**config.mk**
```make
export PLATFORM = sky130hd
export DESIGN_NAME = pqe_cordic
export DESIGN_NICKNAME = d
export VERILOG_FILES = /design/src/rtl/pqe_pkg.sv /design/src/rtl/pqe_cordic.sv
export SDC_FILE = /design/constraint.sdc
export NUM_CORES = 1
export LEC_CHECK = 0
export BUFFER_PORTS_ARGS = -buffer_cell sky130_fd_sc_hd__buf_2
export CORE_MARGIN = 3
export CORE_UTILIZATION = 30
export DETAILED_ROUTE_END_ITERATION = 7
export PLACE_DENSITY = 0.49
export SKIP_CTS_REPAIR_TIMING = 1
export SYNTH_ARGS = -nofsm -noshare
export SYNTH_HDL_FRONTEND = slang
export SYNTH_SLANG_ARGS = --single-unit
```
**constraint.sdc**
```tcl
create_clock -name clk_i -period 19.99 [get_ports clk_i]
set_input_delay 2.9985 -clock clk_i [delete_from_list [all_inputs] [get_ports clk_i]]
set_output_delay 2.9985 -clock clk_i [all_outputs]
set_load 0.03 [all_outputs]
```
**src/rtl/pqe_pkg.sv**
```systemverilog
// ----------------------------------------------------------------------------
// pqe_pkg
// Types, codes and constant tables shared by the pick id quad expander.
// ----------------------------------------------------------------------------
`default_nettype none

package pqe_pkg;

  // shape kind codes on the input item
  localparam logic [2:0] KIND_QUAD    = 3'd0;
  localparam logic [2:0] KIND_CIRCLE  = 3'd1;
  localparam logic [2:0] KIND_CAPSULE = 3'd2;
  localparam logic [2:0] KIND_BOX     = 3'd3;
  localparam logic [2:0] KIND_MESH    = 3'd4;

  // record type codes on the result item
  localparam logic REC_VERTEX = 1'b0;
  localparam logic REC_INDEX  = 1'b1;

  // cordic setup
  localparam int unsigned CORDIC_ITERS = 16;
  localparam int unsigned CORDIC_W     = 33;
  localparam logic signed [CORDIC_W-1:0] CORDIC_GAIN = 33'sd652032874;

  // rounding constant for the q30 product sums
  localparam logic signed [65:0] ROUND_Q30 = 66'sd536870912;

  typedef enum logic [2:0] {
    ST_IDLE,
    ST_CORDIC,
    ST_MUL,
    ST_VERT,
    ST_IDX
  } state_e;

  typedef struct packed {
    logic               first_of_list;
    logic [2:0]         shape_kind;
    logic signed [31:0] point_x;
    logic signed [31:0] point_y;
    logic signed [31:0] point_z;
    logic [15:0]        turn_angle;
    logic [30:0]        shape_radius;
    logic [30:0]        capsule_half_length;
    logic [30:0]        box_half_x;
    logic [30:0]        box_half_y;
  } in_item_t;

  typedef struct packed {
    logic               record_type;
    logic signed [31:0] pos_x;
    logic signed [31:0] pos_y;
    logic signed [31:0] pos_z;
    logic signed [31:0] local_x;
    logic signed [31:0] local_y;
    logic [30:0]        out_radius;
    logic [30:0]        out_half_length;
    logic [1:0]         kind_code;
    logic [16:0]        drawable_id;
    logic [17:0]        index_value;
    logic               last;
  } out_item_t;

  // arctangent of 2^-i in units of 2^-32 turn
  function automatic logic signed [CORDIC_W-1:0] atan_angle(input logic [3:0] i);
    logic signed [CORDIC_W-1:0] a;
    unique case (i)
      4'd0:    a = 33'sh020000000;
      4'd1:    a = 33'sh012E4051D;
      4'd2:    a = 33'sh009FB385B;
      4'd3:    a = 33'sh0051111D4;
      4'd4:    a = 33'sh0028B0D43;
      4'd5:    a = 33'sh00145D7E1;
      4'd6:    a = 33'sh000A2F61E;
      4'd7:    a = 33'sh000517C55;
      4'd8:    a = 33'sh00028BE53;
      4'd9:    a = 33'sh000145F2E;
      4'd10:   a = 33'sh0000A2F98;
      4'd11:   a = 33'sh0000517CC;
      4'd12:   a = 33'sh000028BE6;
      4'd13:   a = 33'sh0000145F3;
      4'd14:   a = 33'sh00000A2F9;
      default: a = 33'sh00000517C;
    endcase
    return a;
  endfunction

  // vertex offsets of the two triangles of a quad
  function automatic logic [1:0] idx_offset(input logic [2:0] j);
    logic [1:0] o;
    unique case (j)
      3'd0:    o = 2'd0;
      3'd1:    o = 2'd1;
      3'd2:    o = 2'd2;
      3'd3:    o = 2'd0;
      3'd4:    o = 2'd2;
      default: o = 2'd3;
    endcase
    return o;
  endfunction

endpackage

`default_nettype wire

```
**src/rtl/pqe_cordic.sv**
```systemverilog
// ----------------------------------------------------------------------------
// pqe_cordic
// Iterative cordic: cosine and sine in q30 of a 16-bit binary angle,
// one rotation step per cycle, quadrant folded in at the end.
// ----------------------------------------------------------------------------
`default_nettype none

module pqe_cordic (
  input  wire logic               clk_i,
  input  wire logic               rst_ni,
  input  wire logic               start_i,
  input  wire logic [15:0]        angle_i,
  output logic                    done_o,
  output logic signed [31:0]      cos_o,
  output logic signed [31:0]      sin_o
);

  localparam int unsigned W = pqe_pkg::CORDIC_W;

  logic signed [W-1:0] x_q, x_d, y_q, y_d, z_q, z_d;
  logic signed [W-1:0] dx, dy, ang;
  logic [3:0]          iter_q, iter_d;
  logic                busy_q, busy_d, done_q, done_d;
  logic [1:0]          quad_q, quad_d;

  // one rotation step
  always_comb begin
    dx     = y_q >>> iter_q;
    dy     = x_q >>> iter_q;
    ang    = pqe_pkg::atan_angle(iter_q);
    x_d    = x_q;
    y_d    = y_q;
    z_d    = z_q;
    iter_d = iter_q;
    busy_d = busy_q;
    quad_d = quad_q;
    done_d = 1'b0;
    if (start_i) begin
      x_d    = pqe_pkg::CORDIC_GAIN;
      y_d    = '0;
      z_d    = W'({angle_i[13:0], 16'h0000});
      quad_d = angle_i[15:14];
      iter_d = '0;
      busy_d = 1'b1;
    end else if (busy_q) begin
      if (!z_q[W-1]) begin
        x_d = x_q - dx;
        y_d = y_q + dy;
        z_d = z_q - ang;
      end else begin
        x_d = x_q + dx;
        y_d = y_q - dy;
        z_d = z_q + ang;
      end
      iter_d = iter_q + 4'd1;
      if (iter_q == 4'(pqe_pkg::CORDIC_ITERS - 1)) begin
        busy_d = 1'b0;
        done_d = 1'b1;
      end
    end
  end

  // control registers
  always_ff @(posedge clk_i or negedge rst_ni) begin
    if (!rst_ni) begin
      busy_q <= 1'b0;
      done_q <= 1'b0;
      iter_q <= '0;
    end else begin
      busy_q <= busy_d;
      done_q <= done_d;
      iter_q <= iter_d;
    end
  end

  // datapath registers
  always_ff @(posedge clk_i) begin
    x_q    <= x_d;
    y_q    <= y_d;
    z_q    <= z_d;
    quad_q <= quad_d;
  end

  // quadrant fold
  always_comb begin
    case (quad_q)
      2'd0: begin
        cos_o = 32'(x_q);
        sin_o = 32'(y_q);
      end
      2'd1: begin
        cos_o = 32'(-y_q);
        sin_o = 32'(x_q);
      end
      2'd2: begin
        cos_o = 32'(-x_q);
        sin_o = 32'(-y_q);
      end
      default: begin
        cos_o = 32'(y_q);
        sin_o = 32'(-x_q);
      end
    endcase
  end

  assign done_o = done_q;

endmodule

`default_nettype wire

```
==> results of run 1 <==
## synthesized netlist by cell type (34+ instances only)
cell	count	area share, %
mux2_2	40	2.6
nand2_1	238	5.2
mux4_2	73	9.6
xor2_1	79	4.0
nor2_1	225	4.9
a31oi_1	38	1.4
o21ai_0	151	4.4
a21oi_1	195	5.7
ha_1	113	8.2
clkbuf_1	124	2.7
inv_1	49	1.1
mux2i_1	77	4.5
dfxtp_1	85	9.9
nand3_1	34	0.99
xnor2_1	158	8.0
nor3_1	50	1.5
a21o_1	53	2.3
## routing by layer
| layer | track usage (%) | part of all wire [%] | wire (um) |
|---|---|---|---|
| met1 | 26.0 | 44 | 27100 |
| met2 | 32.5 | 45 | 27900 |
| met3 | 3.63 | 6.8 | 4180 |
| met4 | 7.87 | 4.0 | 2480 |
| met5 | 0 | 0 | 0 |
## kinds of logic after synthesis
logic type,after synthesis
XOR/XNOR,237
AO/OA/AOI/OAI,636
adder cells (fa/ha/maj),116
multiplexers,191
flip-flops,107
buffers and inverters,234
AND/OR/NAND/NOR,744
## state kept, by name (all words and copies together), names as in the netlist
| signal | flops |
|---|---|
| quad_q | 2 |
| x_q | 33 |
| busy_q | 1 |
| iter_q | 4 |
| y_q | 33 |
| done_o | 1 |
| z_q | 33 |
## worst register-to-register path, delay by kind of cell (launching register included)
family | cells | cell delay, ps
adder cells (fa/ha/maj) | 2 | 640
buffers and inverters | 2 | 780
AND/OR/NAND/NOR | 9 | 1450
multiplexers | 4 | 1160
AO/OA/AOI/OAI | 7 | 1910
XOR/XNOR | 1 | 150
flip-flops | 1 | 1030
## path summary, 6_finish.rpt
kind	cells after the start	slack, ps	start	to
hold reg to reg	2	480	z_q[31]$_SDFFE_PP0P_	z_q[31]$_SDFFE_PP0P_
min in group asynchronous	1	2420	rst_ni	iter_q[2]$_DFFE_PN0P_
setup reg to reg	25	12730	iter_q[2]$_DFFE_PN0P_	y_q[32]$_SDFFE_PP0P_
max in group asynchronous	1	17350	rst_ni	iter_q[3]$_DFFE_PN0P_
setup / recovery	11	12540	x_q[10]$_SDFFE_PP0P_	sin_o[31]
hold / removal	2	480	z_q[31]$_SDFFE_PP0P_	z_q[31]$_SDFFE_PP0P_
## per-stage QoR
| stage | area, sq um | hold slack, ps | util, % |
|---|---|---|---|
| after floorplan | 17200 | 432 | - |
| after global placement | 18100 | 449 | 31.9 |
| after detailed placement | 18100 | 458 | 31.9 |
| after CTS | 18400 | 480 | 32.5 |
| after global routing | 18400 | 493 | 32.5 |
| final | 18400 | 476 | 32.5 |
## area by class of cell
cell class                 count  share of cell area [%]
multi-input combinational   1924                    75.6
sequential                   107                    12.8
tap                          756                    5.14
timing repair buffer         118                    3.70
clock buffer                  10                    1.36
inverter                      52                    1.06
clock inverter                 6                   0.408
==> metrics.cfg, run 1 <==
[logic_synthesis]
synthXorXnorAreaFrac_pct=12.1
syn_nets=2400
synthAdderAreaFrac_pct=8.57
synth_compound_area_share_pct=23.2
synthMuxAreaShare_pct=16.7
synth_edf_count=16
ys_types=88
yosys_warnings=0
avgSynthCellArea_sq_um=7.60
ys_seq_area_share_pct=13.6
async_reset_ff_share_pct=5.61
synth_area_sq_um=17200
synth_top_family_by_area=compound AO/OA/AOI/OAI gates
ys.flop_type=dfxtp_1
synthSimpleGateAreaFrac_pct=20.3
ys_ff_latch=107
synthCells=2265

[floorplan]
num_io_pins=84
die_h_um=245
dieArea_sq_um=60300
initial_utilization_pct=30.4
fp.dieW_um=245
core_sq_um=56600
num_rows=87

[cells_and_area]
stdcell_count=2973
area_growth_pct=6.92
final_cell_mix=nand2_1, nor2_1, a21oi_1
nNetsFinal=2347
drive_gt1_share_pct=12.9
final_common_cell=nand2_1
n_fill_cell=6065
multi_input_area_sq_um=13900
antennaDiodeCount=0
register_area_sq_um=2350

[clocking]
cts_buffers=9
clkTransAtPathRegs_ps=100
h-tree-depth=3
clk_latency_ps=420
clock-sinks=107
cts_buffer_depth=2
cts_tree=yes
root_buffer=clkbuf_16

[setup_path]
cp_num_buf_inv=2
path_cells=buf_4, nor4_1, nand4_1, or4_1, or3_1, nor4_1, nand2b_1, nor3_1, xnor2_1, mux4_2, buf_2
crit_path_top_delay_cell=nor4_1
cpPeakStageDelay_ps=770
end_kind=output port
worstSetupPathType=register to output port
critPathMaxFanout=12
cp_top_family=simple AND/OR/NAND/NOR gates
critPathRequiredTime_ps=16990
cpMostUsedCell=nor4_1
worst_setup_path_start_kind=register
worstPathArrival_ps=4460

[drt]
vias_per_cell=5.76
ant_nets=0
remaining_drc_errors=0
routed_wl_mm=61.7
routedWlPerCell_um=20.8
drtIter0Drc=1439
vias=17100
dr.pass1.iters=6

[placed_design]
place_congestion=0.899
place_ws_ps=12900
dp_cells=2957
io_buffer_count=83
dp_hpwl_mm=46.4

[sta]
fin_setup_tns_ps=0
slew_viol_final=0
setup_viol=0
fin_skew_ps=18.8
fin_crit_ps=7450
finalHoldViolCount=0
worst_pin_slew_ps=971
post-route-period-util_pct=37.3
fmax_ghz=0.134
rsz0062_at_grt=false
slew_headroom_pct=35.2
worst_slack_ps=12540

[job]
max_cap_violations=0

[min_path]
hold_path_class=register to register

[global_route]
grt_pass1_wl_mm=94.1
grt_pass1_vias=16100
overflow=0
grt_usage_pct=19.9
antenna_found_initial=1
grt_max_degree=94

[run_status]
status=complete, no violations

Power of run 1 is not shown: default switching activity piles up to over one toggle a cycle in this logic, so the estimate is an artifact.
==> run 2, diff against run 1 <==
ABC_AREA = 1   (was default)
PLACE_DENSITY = 0.5   (was 0.49)
clock period = 6.28 ns   (was 19.99 ns; I/O delays follow)
==> metrics.cfg, run 2 <==
[run_status]
status=complete, no violations

[sta]
setup_viol=0  ; unchanged
slew_viol_final=0  ; unchanged
slew_headroom_pct=38.9  ; +3.7 points
fin_setup_tns_ps=0  ; unchanged
worst_pin_slew_ps=916  ; -55.0 ps
post-route-period-util_pct=88.9
fin_skew_ps=28.6  ; +9.78 ps
fin_crit_ps=5580
rsz0062_at_grt=false
finalHoldViolCount=0  ; unchanged
fmax_ghz=0.179

[power]
p_per_area_nw_per_um2=663
p_leak_nw=9.09
clkPwrFrac_pct=5.2
p_switching_mw=7.60
seqPwrFrac_pct=14.0
power_mw=12.3
combPwrFrac_pct=80.9
vdd_drop_max_mv=0.268
switching_share_pct=61.9
p_int_mw=4.68

[global_route]
grt_pass1_wl_mm=110  ; +17%
met2_usage_pct=37.3  ; +4.8 points
met3_usage_pct=2.65  ; -0.98 points
grt_max_degree=79  ; -16%
busiest_layer=met2
overflow=0  ; unchanged
grt_pass1_vias=18700  ; +16%
antenna_found_initial=0  ; -1
grt_usage_pct=23.4  ; +3.5 points
grt_use_met1_pct=33.0  ; +7.0 points

[logic_synthesis]
ys.flop_type=dfxtp_1
synthCells=3032  ; +34%
synth_most_common_cell=nand2_1
yosys-top-cells-area=nand2_1, dfxtp_1, nand3_1, ha_1, inv_1
yosys_warnings=0  ; unchanged
async_reset_ff_share_pct=5.61  ; unchanged
avgSynthCellArea_sq_um=5.69  ; -25%
ys_ff_latch=107  ; unchanged
ys_types=58  ; -34%
yosysTopAreaCell=nand2_1
synth_edf_count=16  ; unchanged
yosys-top-cells-count=nand2_1, inv_1, nand3_1
ys_seq_area_share_pct=13.5  ; -0.047 points
syn_nets=3167  ; +32%
yosysTopAreaCellShare_pct=18.4  ; +8.5 points
synth_area_sq_um=17300  ; +0.35%

[drt]
routedWlPerCell_um=19.1  ; -7.8%
vias_per_cell=5.31  ; -7.8%
vias=20100  ; +17%
remaining_drc_errors=0  ; unchanged
ant_nets=0  ; unchanged
dr.pass1.iters=5  ; -1
routed_wl_mm=72.4  ; +17%
drtIter0Drc=1549  ; +7.6%

[clocking]
cts_buffers=9  ; unchanged
h-tree-depth=3  ; unchanged
clkTransAtPathRegs_ps=100  ; about the same
clock-sinks=107  ; unchanged
cts_tree=yes
cts_buffer_depth=2  ; unchanged
clk_latency_ps=410  ; about the same
root_buffer=clkbuf_16

[cells_and_area]
post-route-util_pct=32.6  ; +0.14 points
stdcell_count=3782  ; +27%
reg.largest.list=x_q (33), y_q (33), z_q (33)
area_growth_pct=7.22
final_cell_mix=nand2_1, inv_1, nand3_1
drive_gt1_share_pct=5.95  ; -6.9 points
nNetsFinal=3156  ; +34%
antennaDiodeCount=0  ; unchanged
final_common_cell=nand2_1

[setup_path]
worstSetupPathType=register to register
cpMostUsedCell=nand2_1
crit_path_top_delay_cell=buf_4
critPathRequiredTime_ps=6590  ; -10400 ps
end_kind=register
cpPeakStageDelay_ps=550  ; -220 ps
worst_setup_path_start_kind=register
worstPathArrival_ps=5890  ; +1430 ps
critPathMaxFanout=61  ; +49

[placed_design]
dp_cells=3766  ; +27%
io_buffer_count=83  ; unchanged
place_congestion=0.948  ; +5.5%
dp_hpwl_mm=58.0  ; +25%

[floorplan]
dieArea_sq_um=60500  ; +0.34%
num_rows=87  ; unchanged
die_h_um=246  ; +0.17%
core_sq_um=56700  ; +0.19%
num_io_pins=84  ; unchanged
initial_utilization_pct=30.4  ; +0.048 points
fp.dieW_um=246  ; +0.17%

[job]
max_cap_violations=0  ; unchanged

[min_path]
hold_path_class=primary input to asynchronous set/reset pin

run 2: changes by cell type after synthesis, sizes merged, moves of 73 or more:
cell	previous run	this run
xnor2	158	52
mux2i	77	0
nand2	239	852
nand3	34	328
inv	50	371
mux4	73	0
run 2: worst max-delay path, delay by kind of cell, from the launching register on:
kind | cells | cell delay (ps)
AOI/OAI and AO/OA | 9 | 1730
xor gates and xnor gates | 1 | 170
adders and majority gates | 2 | 510
buffers and inverters | 6 | 1130
DFF | 1 | 370
and+or+nand+nor | 12 | 1510
run 2: metal layers:
metal | up-vias | part of all wire (%)
met4 | 0 | 2.5
met3 | 100 | 6.6
met2 | 745 | 44
li1 | 10100 | -
met1 | 9174 | 47
met5 | - | 0
run 2: layout make-up:
cell class | instances | area (sq um)
clock buffers | 10 | 229
clock inverters | 6 | 70.1
fillers | 6528 | 38200
inverters | 375 | 1410
multi-input cells | 2418 | 12900
flip-flops and latches | 107 | 2340
well taps | 756 | 946
repair buffers | 110 | 631
run 2: cell families (layout without fill, tap and decap cells):
| kind of cell | Yosys count | after routing | synth area share (%) |
|---|---|---|---|
| xor gates and xnor gates | 165 | 165 | 8.37 |
| AOI/OAI and AO/OA | 577 | 577 | 19.5 |
| and+or+nand+nor | 1560 | 1560 | 38.1 |
| adders and majority gates | 116 | 116 | 8.54 |
| DFF | 107 | 107 | 13.5 |
| buffers and inverters | 507 | 501 | 12.0 |
run 2: final timing paths:
kind	from	endpoint	slack (ps)	cells after the start
setup / recovery	iter_q[1]$_DFFE_PN0P_	x_q[25]$_SDFFE_PP1P_	700	30
hold / removal	rst_ni	iter_q[1]$_DFFE_PN0P_	370	1
setup reg to reg	iter_q[1]$_DFFE_PN0P_	x_q[25]$_SDFFE_PP1P_	700	30
hold reg to reg	z_q[12]$_SDFFE_PP0P_	z_q[12]$_SDFFE_PP0P_	480	2
max in group asynchronous	rst_ni	iter_q[0]$_DFFE_PN0P_	5680	1
min in group clk_i	z_q[12]$_SDFFE_PP0P_	z_q[12]$_SDFFE_PP0P_	480	2
run 2: power groups by stage:
stage          registers [mW]  logic (mW)  clock network [mW]
2_1_floorplan            1.26        7.51                   0
3_3_place_gp             1.69        9.85                   0
3_5_place_dp             1.69        9.78                   0
4_1_cts                  1.67        9.83               0.653
5_1_grt                  1.73        11.2               0.669
6_report                 1.71        9.93               0.633
run 2: metrics by stage:
stage,area (sq um),setup slack [ps],hold WS [ps]
2_1_floorplan,17300,2070,435
3_3_place_gp,18200,752,452
3_5_place_dp,18200,796,456
4_1_cts,18500,736,352
5_1_grt,18500,268,363
6_report,18500,698,372
Note: power is estimated with default switching activity, not from simulation.
